<file path="config.mk">
export PLATFORM = sky130hd
export DESIGN_NAME = fwpid_merge
export DESIGN_NICKNAME = d
export VERILOG_FILES = /design/src/rtl/fwpid_pkg.sv /design/src/rtl/fwpid_merge.sv
export SDC_FILE = /design/constraint.sdc
export NUM_CORES = 1
export LEC_CHECK = 0
export BUFFER_PORTS_ARGS = -buffer_cell sky130_fd_sc_hd__buf_2
export CORE_ASPECT_RATIO = 0.5
export CORE_MARGIN = 5
export CORE_UTILIZATION = 43
export DETAILED_ROUTE_END_ITERATION = 10
export HOLD_SLACK_MARGIN = 0.1
export PLACE_DENSITY = 0.82
export SYNTH_ARGS = -nofsm -noshare
export SYNTH_HDL_FRONTEND = slang
export SYNTH_SLANG_ARGS = --single-unit
</file>
<file path="constraint.sdc">
create_clock -name i_clk -period 1.76 [get_ports i_clk]
set_input_delay 0.176 -clock i_clk [delete_from_list [all_inputs] [get_ports i_clk]]
set_output_delay 0.176 -clock i_clk [all_outputs]
set_load 0.05 [all_outputs]
</file>
<file path="src/rtl/fwpid_pkg.sv">
`timescale 1ns / 1ps
// ----------------------------------------------------------------------------
// fwpid_pkg
// Shared widths, register indexes, state codes and types for the four wheel
// pid speed loop.
// ----------------------------------------------------------------------------
package fwpid_pkg;

    // lane count, fixed by the four named wheel ports
    localparam int WHEELS = 4;

    // field widths
    localparam int CNT_W   = 16;
    localparam int TGT_W   = 8;
    localparam int DRV_W   = 16;
    localparam int GAIN_W  = 16;
    localparam int SCALE_W = 10;
    localparam int LIM_W   = 15;

    // internal arithmetic widths
    localparam int TSC_W  = TGT_W + SCALE_W + 1;   // target times scale
    localparam int ERR_W  = 25;                    // error, 1/256 count
    localparam int ACC_W  = 25;                    // integral, 1/256 count
    localparam int LAST_W = 26;                    // previous error / difference
    localparam int PROD_W = GAIN_W + 1 + LAST_W;   // one gain product
    localparam int SUM_W  = PROD_W + 2;            // sum of three products
    localparam int CLP_W  = LIM_W + 17;            // clamped sum, 1/65536 units

    // target saturation bound
    localparam logic signed [TGT_W-1:0] TGT_MAX = 8'sd100;

    // configuration register indexes
    localparam int CFG_IDX_W = 3;
    localparam logic [CFG_IDX_W-1:0] CFG_PROP_GAIN   = 3'd0;
    localparam logic [CFG_IDX_W-1:0] CFG_INTEG_GAIN  = 3'd1;
    localparam logic [CFG_IDX_W-1:0] CFG_DERIV_GAIN  = 3'd2;
    localparam logic [CFG_IDX_W-1:0] CFG_SPEED_SCALE = 3'd3;
    localparam logic [CFG_IDX_W-1:0] CFG_INTEG_LIMIT = 3'd4;
    localparam logic [CFG_IDX_W-1:0] CFG_OUTPUT_LIMIT = 3'd5;
    localparam logic [CFG_IDX_W-1:0] CFG_INVERT_MASK = 3'd6;
    localparam int CFG_DATA_W = 16;

    // reset values of the registers
    localparam logic [GAIN_W-1:0]  RST_PROP_GAIN   = 16'd128;
    localparam logic [GAIN_W-1:0]  RST_INTEG_GAIN  = 16'd77;
    localparam logic [GAIN_W-1:0]  RST_DERIV_GAIN  = 16'd0;
    localparam logic [SCALE_W-1:0] RST_SPEED_SCALE = 10'd384;
    localparam logic [LIM_W-1:0]   RST_INTEG_LIMIT = 15'd1000;
    localparam logic [LIM_W-1:0]   RST_OUTPUT_LIMIT = 15'd100;
    localparam logic [WHEELS-1:0]  RST_INVERT_MASK = '0;

    // sequencer states
    typedef enum logic [2:0] {
        ST_IDLE,
        ST_INTEG,
        ST_MUL_P,
        ST_MUL_I,
        ST_MUL_D,
        ST_OUT
    } t_state;

    // shared gains, speed scale and limits
    typedef struct packed {
        logic [GAIN_W-1:0]  prop_gain;
        logic [GAIN_W-1:0]  integ_gain;
        logic [GAIN_W-1:0]  deriv_gain;
        logic [SCALE_W-1:0] speed_scale;
        logic [LIM_W-1:0]   integral_limit;
        logic [LIM_W-1:0]   output_limit;
    } t_cfg;

    // per-step strobes from the sequencer to every lane
    typedef struct packed {
        logic load;
        logic integ;
        logic mul_p;
        logic mul_i;
        logic mul_d;
    } t_lane_ctl;

    typedef logic signed [DRV_W-1:0] t_drive;
    typedef logic signed [CNT_W-1:0] t_count;
    typedef logic signed [TGT_W-1:0] t_target;

endpackage

</file>
<file path="src/rtl/fwpid_merge.sv">
`timescale 1ns / 1ps
// ----------------------------------------------------------------------------
// fwpid_merge
// Gathers the lane drive values into one result register and holds it
// until the downstream side takes the result.
// ----------------------------------------------------------------------------
module fwpid_merge (
    input  logic              i_clk,
    input  logic              i_rst_n,
    input  logic              i_load,
    input  fwpid_pkg::t_drive i_drive [fwpid_pkg::WHEELS],
    input  logic              i_stall,
    output logic              o_free,
    output logic              o_valid,
    output fwpid_pkg::t_drive o_drive [fwpid_pkg::WHEELS]
);

    logic              r_valid;
    fwpid_pkg::t_drive r_drive [fwpid_pkg::WHEELS];

    // register can take a new result when empty or being emptied
    assign o_free  = !r_valid || !i_stall;
    assign o_valid = r_valid;

    always_ff @(posedge i_clk) begin
        if (!i_rst_n) begin
            r_valid <= 1'b0;
        end else if (i_load) begin
            r_valid <= 1'b1;
        end else if (!i_stall) begin
            r_valid <= 1'b0;
        end
    end

    // result payload
    always_ff @(posedge i_clk) begin
        if (i_load) begin
            for (int w = 0; w < fwpid_pkg::WHEELS; w++) begin
                r_drive[w] <= i_drive[w];
            end
        end
    end

    always_comb begin
        for (int w = 0; w < fwpid_pkg::WHEELS; w++) begin
            o_drive[w] = r_drive[w];
        end
    end

endmodule

</file>
==> key figures <==
Layout
  • Finished Layout Cells: between 300 and 400
  • Layout Nets: approximately 350
  • Layout Area Growth over Synthesis: 79.9%
  • Layout cells sized above 1: 0.519
  • Design area: 3520 µm²
  • Fillers: about 230
  • Diode count: 0
  • Finished Core Util: 0.799

Synthesis
  • Post-synthesis register bit count: 65
  • Ys Warns: 0
  • Post-Syn Instances: a little under 70
  • Mapped Area: 1960 µm²
  • Syn_nets: 136
  • Sequential fraction of the synthesis area: 0.992
  • Syn_area_per_cell: roughly 29 µm²
  • Yosys cell types: 5

Placed design
  • Placer congestion estimate: approximately 0.71
  • Placed cell area: 2710 µm²
  • Setup Slack @ Placement: between 0.8 and 0.9 ns
  • I/O Buffers: 133
  • Dpl cells: approximately 260

Routing
  • Iteration-0 DRC Markers: 77
  • Number of detailed-route iterations in the first pass: 4
  • Wirelength, routed: 5.91 mm
  • Drt via density: ~4.4
  • Via count: between 1k and 1.5k
  • Final ANT Viol Nets: 0
  • # DRC: 0
  • DR WL/cell: approximately 17 µm

Critical path
  • Largest stage delay, worst path: 0.38 ns
  • Crit-path slowest cell: edfxtp_1
  • CP Max Fanout: 1
  • CP required: 1.58 ns
  • Kind of start point of the critical path: register
  • Family with the most delay on the worst path: flip-flops
  • WP buf/inv: 1
  • Crit path cell chain: buf_2
  • Crit path capture type: output port
  • CP Data Arrival Time: 1.00 ns
  • Critical path type: reg -> out

Die
  • Row count: 17
  • Chip Height: around 58 µm
  • Number of I/O pins: around 130
  • Starting Density: 0.444
  • Die X: 105 µm
  • Total core area: approximately 4400 µm²
  • Die ar.: a little over 6000 µm²

STA
  • Skew final: 0 ns
  • RSZ-0062 raised after global routing: false
  • Slew Viols, Final: 0
  • Slew HR: 0.782
  • Setup ws final: 0.587 ns
  • Final hold slack: between 0.1 and 0.15 ns
  • Final setup violating endpoints: 0
  • Period utilisation layout: 0.667
  • Final Critical Period: 1.17 ns
  • Measured slew at the worst slew-check pin: about 0.33 ns
  • Final hold vios: 0
  • Fmax: 852 MHz
  • Setup TNS Final: 0 ns

Clock tree
  • Clk_lat worst skew: about 0.32 ns
  • Setup repair bufs after CTS: 0
  • CTS Sinks: 65
  • Root buffer cell: clkbuf_8
  • CTS resizes: 0
  • Hold_buf cts: between 60 and 70
  • Reg clk slew, reported paths: 0.07 ns
  • CTS tree: built
  • Total CTS buffers: 9
  • H-tree depth: 3
  • CTS max path bufs: 2

Power and ir drop
  • Leakage Power: approximately 1.5 nW
  • Internal power: 2.57 mW
  • Peak VDD IR: between 500 and 600 µV
  • Tot Pwr: between 3 and 4 mW
  • Comb pwr share: 0.213
  • Sw frac: 0.299
  • Pwr dens: ~1000 nW/µm²
  • Part of the power in registers: 0.511
  • NetSw: 1.09 mW
  • Clock power share: 0.276

Global route
  • Global-route wire length before repair: around 8.9 mm
  • Initial antenna violation count: 0
  • Vias in the first global route: between 1.5k and 2k
  • Grt total ovfl: 0
  • Largest net degree at the start of global routing: 66
  • All-layer global routing usage: 0.200

Min path
  • Hold crit path type: in -> reg

Run
  • Max Cap Viol: 0

Outcome
  • Status: complete, no violations
## cells in the mapped netlist, drive strengths merged
library cell | n | area (µm²)
nand2 | 1 | 3.75
edfxtp | 64 | 1920
nor2b | 1 | 6.26
dfxtp | 1 | 20.0
a21oi | 1 | 5.00
## cell type report
cell class | instances | area [µm²] | share of cell area
Clock buffer | 12 | 135 | 0.0384
Clock inverter | 4 | 20.0 | 0.00569
Multi-Input combinational cell | 3 | 15.0 | 0.00427
Sequential cell | 65 | 1940 | 0.552
Tap cell | 57 | 71.3 | 0.0203
Timing Repair Buffer | 199 | 1340 | 0.380
## path summary, 6_finish.rpt
kind / from / cells after the start / slack [ns] / to
setup / recovery: r_drive[2][2]$_DFFE_PP_ / 1 / 0.59 / o_drive[18]
hold / removal: i_stall / 3 / 0.13 / o_valid$_SDFFE_PN0P_
setup reg to reg: o_valid$_SDFFE_PN0P_ / 2 / 1.16 / o_valid$_SDFFE_PN0P_
hold reg to reg: o_valid$_SDFFE_PN0P_ / 2 / 0.54 / o_valid$_SDFFE_PN0P_
## power groups by stage
stage          registers, mW  logic (mW)  clock network (mW)
3_5_place_dp            1.90       0.660                   0
3_3_place_gp            1.89       0.652                   0
2_1_floorplan           2.33     0.00589                   0
5_1_grt                 1.88       0.806                1.12
6_report                1.87       0.780                1.01
4_1_cts                 1.87       0.773                1.03
## sequential cells by signal, indices dropped and copies added, names as in the netlist
name and flops:
o_valid 1, r_drive 64
## placed cells by master, fill, tap and decap left out, drive strengths merged
| cell type | netlist | final |
|---|---|---|
| buf | 0 | 134 |
| dlygate4sd3 | 0 | 65 |
| edfxtp | 64 | 64 |
| clkbuf | 0 | 12 |
| clkinv | 0 | 4 |
| a21oi | 1 | 1 |
| nor2b | 1 | 1 |
| nand2 | 1 | 1 |
| dfxtp | 1 | 1 |
## logic make-up after synthesis
logic type      share of synthesized area
compound gates                    0.00256
flops                               0.992
simple gates                      0.00512
## layer usage
metal	routed length [µm]	GRT usage	vias up
li1	-	-	693
met1	1960	0.191	720
met2	3510	0.399	56
met3	243	0.0545	17
met4	189	0.103	0
met5	0	0	-
Power figures use the tool's default switching activity.
