$ cat src/rtl/fwpid_pkg.sv
`timescale 1ns / 1ps
// ----------------------------------------------------------------------------
// fwpid_pkg
// Shared widths, register indexes, state codes and types for the four wheel
// pid speed loop.
// ----------------------------------------------------------------------------
package fwpid_pkg;

    // lane count, fixed by the four named wheel ports
    localparam int WHEELS = 4;

    // field widths
    localparam int CNT_W   = 16;
    localparam int TGT_W   = 8;
    localparam int DRV_W   = 16;
    localparam int GAIN_W  = 16;
    localparam int SCALE_W = 10;
    localparam int LIM_W   = 15;

    // internal arithmetic widths
    localparam int TSC_W  = TGT_W + SCALE_W + 1;   // target times scale
    localparam int ERR_W  = 25;                    // error, 1/256 count
    localparam int ACC_W  = 25;                    // integral, 1/256 count
    localparam int LAST_W = 26;                    // previous error / difference
    localparam int PROD_W = GAIN_W + 1 + LAST_W;   // one gain product
    localparam int SUM_W  = PROD_W + 2;            // sum of three products
    localparam int CLP_W  = LIM_W + 17;            // clamped sum, 1/65536 units

    // target saturation bound
    localparam logic signed [TGT_W-1:0] TGT_MAX = 8'sd100;

    // configuration register indexes
    localparam int CFG_IDX_W = 3;
    localparam logic [CFG_IDX_W-1:0] CFG_PROP_GAIN   = 3'd0;
    localparam logic [CFG_IDX_W-1:0] CFG_INTEG_GAIN  = 3'd1;
    localparam logic [CFG_IDX_W-1:0] CFG_DERIV_GAIN  = 3'd2;
    localparam logic [CFG_IDX_W-1:0] CFG_SPEED_SCALE = 3'd3;
    localparam logic [CFG_IDX_W-1:0] CFG_INTEG_LIMIT = 3'd4;
    localparam logic [CFG_IDX_W-1:0] CFG_OUTPUT_LIMIT = 3'd5;
    localparam logic [CFG_IDX_W-1:0] CFG_INVERT_MASK = 3'd6;
    localparam int CFG_DATA_W = 16;

    // reset values of the registers
    localparam logic [GAIN_W-1:0]  RST_PROP_GAIN   = 16'd128;
    localparam logic [GAIN_W-1:0]  RST_INTEG_GAIN  = 16'd77;
    localparam logic [GAIN_W-1:0]  RST_DERIV_GAIN  = 16'd0;
    localparam logic [SCALE_W-1:0] RST_SPEED_SCALE = 10'd384;
    localparam logic [LIM_W-1:0]   RST_INTEG_LIMIT = 15'd1000;
    localparam logic [LIM_W-1:0]   RST_OUTPUT_LIMIT = 15'd100;
    localparam logic [WHEELS-1:0]  RST_INVERT_MASK = '0;

    // sequencer states
    typedef enum logic [2:0] {
        ST_IDLE,
        ST_INTEG,
        ST_MUL_P,
        ST_MUL_I,
        ST_MUL_D,
        ST_OUT
    } t_state;

    // shared gains, speed scale and limits
    typedef struct packed {
        logic [GAIN_W-1:0]  prop_gain;
        logic [GAIN_W-1:0]  integ_gain;
        logic [GAIN_W-1:0]  deriv_gain;
        logic [SCALE_W-1:0] speed_scale;
        logic [LIM_W-1:0]   integral_limit;
        logic [LIM_W-1:0]   output_limit;
    } t_cfg;

    // per-step strobes from the sequencer to every lane
    typedef struct packed {
        logic load;
        logic integ;
        logic mul_p;
        logic mul_i;
        logic mul_d;
    } t_lane_ctl;

    typedef logic signed [DRV_W-1:0] t_drive;
    typedef logic signed [CNT_W-1:0] t_count;
    typedef logic signed [TGT_W-1:0] t_target;

endpackage

$ cat src/rtl/fwpid_lane.sv
`timescale 1ns / 1ps
// ----------------------------------------------------------------------------
// fwpid_lane
// One wheel's pid core: error, clamped integral, three gain products summed
// through one shared multiplier, then output clamp and truncation.
// ----------------------------------------------------------------------------
module fwpid_lane (
    input  logic                 i_clk,
    input  logic                 i_rst_n,
    input  fwpid_pkg::t_lane_ctl i_ctl,
    input  fwpid_pkg::t_cfg      i_cfg,
    input  logic                 i_invert,
    input  fwpid_pkg::t_count    i_count,
    input  fwpid_pkg::t_target   i_target,
    output fwpid_pkg::t_drive    o_drive
);

    // wheel state
    logic signed [fwpid_pkg::ACC_W-1:0]  r_integ;
    logic signed [fwpid_pkg::LAST_W-1:0] r_last;

    // working registers
    logic signed [fwpid_pkg::ERR_W-1:0]  r_err;
    logic                                r_zero;
    logic signed [fwpid_pkg::ACC_W-1:0]  r_acc;
    logic signed [fwpid_pkg::LAST_W-1:0] r_diff;
    logic signed [fwpid_pkg::SUM_W-1:0]  r_sum;

    logic signed [fwpid_pkg::CNT_W-1:0]  w_cnt;
    logic signed [fwpid_pkg::TGT_W-1:0]  w_tgt;
    logic signed [fwpid_pkg::TSC_W-1:0]  w_tgt_scaled;
    logic signed [fwpid_pkg::ERR_W-1:0]  w_err;

    logic signed [fwpid_pkg::LAST_W-1:0] w_acc_sum;
    logic signed [fwpid_pkg::LAST_W-1:0] w_ilim;
    logic signed [fwpid_pkg::ACC_W-1:0]  w_acc;
    logic signed [fwpid_pkg::LAST_W-1:0] w_diff;

    logic [fwpid_pkg::GAIN_W-1:0]        w_gain;
    logic signed [fwpid_pkg::LAST_W-1:0] w_opnd;
    logic signed [fwpid_pkg::PROD_W-1:0] w_prod;

    logic signed [fwpid_pkg::CLP_W-1:0]  w_olim;
    logic signed [fwpid_pkg::CLP_W-1:0]  w_sum_clp;
    logic signed [fwpid_pkg::CLP_W-1:0]  w_mag;
    logic signed [fwpid_pkg::DRV_W-1:0]  w_quot;
    logic signed [fwpid_pkg::DRV_W-1:0]  w_drive;

    // error from the incoming request: saturate target, invert count
    always_comb begin
        w_cnt = i_invert ? -i_count : i_count;
        if (i_target > fwpid_pkg::TGT_MAX) begin
            w_tgt = fwpid_pkg::TGT_MAX;
        end else if (i_target < -fwpid_pkg::TGT_MAX) begin
            w_tgt = -fwpid_pkg::TGT_MAX;
        end else begin
            w_tgt = i_target;
        end
        w_tgt_scaled = w_tgt * $signed({1'b0, i_cfg.speed_scale});
        w_err = fwpid_pkg::ERR_W'(w_tgt_scaled)
              - (fwpid_pkg::ERR_W'(w_cnt) <<< 8);
    end

    // integral with symmetric clamp, error difference
    always_comb begin
        w_acc_sum = fwpid_pkg::LAST_W'(r_integ) + fwpid_pkg::LAST_W'(r_err);
        w_ilim    = $signed({3'b000, i_cfg.integral_limit, 8'h00});
        if (w_acc_sum > w_ilim) begin
            w_acc = fwpid_pkg::ACC_W'(w_ilim);
        end else if (w_acc_sum < -w_ilim) begin
            w_acc = fwpid_pkg::ACC_W'(-w_ilim);
        end else begin
            w_acc = fwpid_pkg::ACC_W'(w_acc_sum);
        end
        w_diff = fwpid_pkg::LAST_W'(r_err) - r_last;
    end

    // shared multiplier operand selection
    always_comb begin
        priority if (i_ctl.mul_p) begin
            w_gain = i_cfg.prop_gain;
            w_opnd = fwpid_pkg::LAST_W'(r_err);
        end else if (i_ctl.mul_i) begin
            w_gain = i_cfg.integ_gain;
            w_opnd = fwpid_pkg::LAST_W'(r_acc);
        end else begin
            w_gain = i_cfg.deriv_gain;
            w_opnd = r_diff;
        end
        w_prod = $signed({1'b0, w_gain}) * w_opnd;
    end

    // output clamp and truncation toward zero
    always_comb begin
        w_olim = $signed({1'b0, i_cfg.output_limit, 16'h0000});
        if (r_sum > fwpid_pkg::SUM_W'(w_olim)) begin
            w_sum_clp = w_olim;
        end else if (r_sum < -fwpid_pkg::SUM_W'(w_olim)) begin
            w_sum_clp = -w_olim;
        end else begin
            w_sum_clp = fwpid_pkg::CLP_W'(r_sum);
        end
        w_mag   = w_sum_clp[fwpid_pkg::CLP_W-1] ? -w_sum_clp : w_sum_clp;
        w_quot  = $signed(w_mag[fwpid_pkg::CLP_W-1 -: fwpid_pkg::DRV_W]);
        w_drive = w_sum_clp[fwpid_pkg::CLP_W-1] ? -w_quot : w_quot;
    end

    assign o_drive = r_zero ? '0 : w_drive;

    // wheel state update, cleared by a zero target
    always_ff @(posedge i_clk) begin
        if (!i_rst_n) begin
            r_integ <= '0;
            r_last  <= '0;
        end else if (i_ctl.integ) begin
            if (r_zero) begin
                r_integ <= '0;
                r_last  <= '0;
            end else begin
                r_integ <= w_acc;
                r_last  <= fwpid_pkg::LAST_W'(r_err);
            end
        end
    end

    // datapath registers
    always_ff @(posedge i_clk) begin
        if (i_ctl.load) begin
            r_err  <= w_err;
            r_zero <= (w_tgt == '0);
        end
        if (i_ctl.integ) begin
            r_acc  <= w_acc;
            r_diff <= w_diff;
        end
        if (i_ctl.mul_p) begin
            r_sum <= fwpid_pkg::SUM_W'(w_prod);
        end else if (i_ctl.mul_i || i_ctl.mul_d) begin
            r_sum <= r_sum + fwpid_pkg::SUM_W'(w_prod);
        end
    end

endmodule

$ cat config.mk
export PLATFORM = sky130hd
export DESIGN_NAME = fwpid_lane
export DESIGN_NICKNAME = d
export VERILOG_FILES = /design/src/rtl/fwpid_pkg.sv /design/src/rtl/fwpid_lane.sv
export SDC_FILE = /design/constraint.sdc
export NUM_CORES = 2
export LEC_CHECK = 0
export ABC_AREA = 1
export BUFFER_PORTS_ARGS = -buffer_cell sky130_fd_sc_hd__buf_4
export CAP_MARGIN = 25
export CORE_ASPECT_RATIO = 0.8
export CORE_MARGIN = 1.5
export CORE_UTILIZATION = 45
export DETAILED_ROUTE_END_ITERATION = 7
export SLEW_MARGIN = 30
export SYNTH_ARGS = -nofsm -noshare
export SYNTH_HDL_FRONTEND = slang
export SYNTH_SLANG_ARGS = --single-unit
$ cat constraint.sdc
create_clock -name i_clk -period 10.65 [get_ports i_clk]
set_input_delay 1.5975 -clock i_clk [delete_from_list [all_inputs] [get_ports i_clk]]
set_output_delay 1.5975 -clock i_clk [all_outputs]
set_load 0.005 [all_outputs]
==> impl_metrics.json <==
{
  "row_count": 90,
  "status": "completed",
  "r2r_cells": 40,
  "port-buffer-count": 135,
  "netlist_instances": 4524,
  "grt_start_max_net_pins": 53,
  "worstSetupPathType": "in2reg",
  "crit_required_ns": 10.92,
  "final_common_cell": "inv_1",
  "arrival_ns": 10.39,
  "wl_per_cell_um": 17.0,
  "cts_tree": "done",
  "seq_area_frac_synth_pct": 13.5,
  "grt_pass1_wl_um": 158000,
  "die-area_um2": 78600,
  "grt_pass1_vias": 28968,
  "fmax_mhz": 98.8,
  "antenna_found_initial": 1,
  "whs_path_depth": 2,
  "track_usage_pct": 25.7,
  "hpwlAfterDp_um": 82100,
  "worstHoldPathType": "reg2reg",
  "die_height_um": 251,
  "htreeDepth": 4,
  "clock_path_buffers": 2,
  "dr_total_vias": 29427,
  "synth-main-ff-cell": "edfxtp_1",
  "worstPathMaxFanout": 40,
  "start_util_pct": 45.7,
  "slowest_delay_ns": 0.63,
  "via_per_inst": 5.16,
  "pin_count": 136,
  "tightest_slew_ns": 0.942,
  "rsz0062_at_grt": "true",
  "clk_latency_ns": 0.51,
  "synth_seq_cells": 172,
  "synth_enable_flop_cells": 122,
  "nets": 5638,
  "max-slew-margin-rel_pct": 37.2,
  "finClkSkew_ns": 0.0190,
  "postSynthAreaPerCell_um2": 7.65,
  "period_share_pct": 95.1,
  "synth_warnings": 0,
  "yosysUniqueCellTypes": 61,
  "root_buffer": "clkbuf_16",
  "gp_congestion": 0.955,
  "drtPass1Iterations": 5,
  "numClockSinks": 172,
  "slew_viol_final": 0,
  "grt.overflow.total": 0,
  "final-hold-violation-count": 0,
  "fin_setup_tns_ns": 0,
  "drive_gt1_share_pct": 8.75,
  "clk_pin_slew_worst_paths_ns": 0.09,
  "routed_wl_um": 96900,
  "antenna_cells": 0,
  "die_w_um": 313,
  "final_cell_mix": "inv_1 (971), nand2_1 (889), fa_1 (470)",
  "cap_viol_max_count": 0,
  "synth_nets": 5480,
  "synth_area_um2": 34600,
  "setup_viol_count_final": 0,
  "async_flop_share_pct": 0,
  "crit_path_start_kind": "primary input",
  "cts_inserted_buffers": 17,
  "ant_nets": 0,
  "cp_slowest_cell": "fa_1",
  "period_minus_slack_ns": 10.12,
  "area_growth_pct": 9.80,
  "crit_top_cell": "inv_1",
  "drt_iter0_markers": 2387,
  "drcViolationCount": 0,
  "endpoint_kind": "register",
  "core_area_um2": 75800
}
metal layers:
layer	wire, µm	up-vias	track usage (%)
li1	-	14357	-
met1	48000	14025	39.5
met2	38100	973	36.0
met3	8910	72	6.01
met4	1940	0	6.07
met5	0	-	0
synthesized netlist by cell type (6+ instances only):
library cell	count	area share, %
o31ai_1	6	0.13
edfxtp_1	122	11
a21o_1	10	0.22
nand3b_1	7	0.15
o21ai_0	144	2.1
dfxtp_1	50	2.9
clkinv_1	9	0.098
o21a_1	17	0.37
xor2_1	116	2.9
nor4_1	6	0.11
xnor2_1	57	1.4
nor2_2	9	0.16
clkbuf_1	98	1.1
nand3_2	12	0.35
a21boi_0	8	0.17
inv_1	975	11
fa_1	470	27
nor2_4	6	0.20
or2_2	45	0.81
buf_1	6	0.065
o21ai_1	35	0.51
nand2_1	890	9.7
a31oi_1	25	0.45
inv_2	6	0.065
o21bai_1	10	0.22
a21oi_1	282	4.1
nand2_2	14	0.25
nand4_1	35	0.63
nand3_1	144	2.1
nor2_1	421	4.6
ha_1	366	13
nor3_1	24	0.35
o211ai_1	43	0.93
critical path, delay by kind of cell:
family                   cells  cell delay [ns]
AO/OA/AOI/OAI                2             0.61
XOR/XNOR                     1             0.33
adder cells (fa/ha/maj)      8             3.75
buffers and inverters       13             1.90
AND/OR/NAND/NOR             16             2.19
sequential cells by signal, indices dropped and copies added, names as in the netlist:
signal	cells
r_acc	25
r_err	25
r_sum	45
r_last	25
r_integ	25
r_zero	1
r_diff	26
cell families after synthesis:
kind of cell | Yosys count | synth area share (%)
compound gates | 604 | 9.79
mux | 1 | 0.0289
xor+xnor | 174 | 4.43
flops | 172 | 13.5
fa+ha+maj | 836 | 40.4
buf+inv | 1104 | 12.1
simple gates | 1633 | 19.8
area by class of cell:
class / count / area (µm²)
Fill cell: 7525 / 37800
Multi-Input combinational cell: 3248 / 25800
Sequential cell: 172 / 4660
Inverter: 990 / 3720
Timing Repair Buffer: 253 / 1910
Tap cell: 1012 / 1270
Clock buffer: 17 / 425
Clock inverter: 15 / 165
repair_timing:
item | 4_1_cts | 5_1_grt
setup buffers | 0 | 0
setup endpoints to repair | 0 | 4
resized for setup | 0 | 8
hold buffers | 0 | 0
worst paths after layout:
check,startpoint,end,slack [ns]
max,i_ctl[1],r_sum[42],0.53
min,r_last[10],r_last[10],0.47
max reg2reg,r_err[11],r_sum[42],1.58
min reg2reg,r_last[10],r_last[10],0.47
through the flow:
| step | area [µm²] | cells | utilization (%) | hold WS (ns) | worst slack, ns |
|---|---|---|---|---|---|
| 2_1_floorplan | 34600 | 4524 | - | 0.445 | 0.842 |
| 3_3_place_gp | 37400 | 5675 | 49.3 | 0.453 | 0.145 |
| 3_5_place_dp | 37400 | 5675 | 49.3 | 0.455 | 0.0712 |
| 4_1_cts | 38000 | 5707 | 50.1 | 0.466 | 0.617 |
| 5_1_grt | 38000 | 5707 | 50.1 | 0.481 | -0.000755 |
| 6_report | 38000 | 5707 | 50.1 | 0.467 | 0.527 |
Power is not shown: default switching activity piles up to over one toggle a cycle in this logic, so the estimate is an artifact.
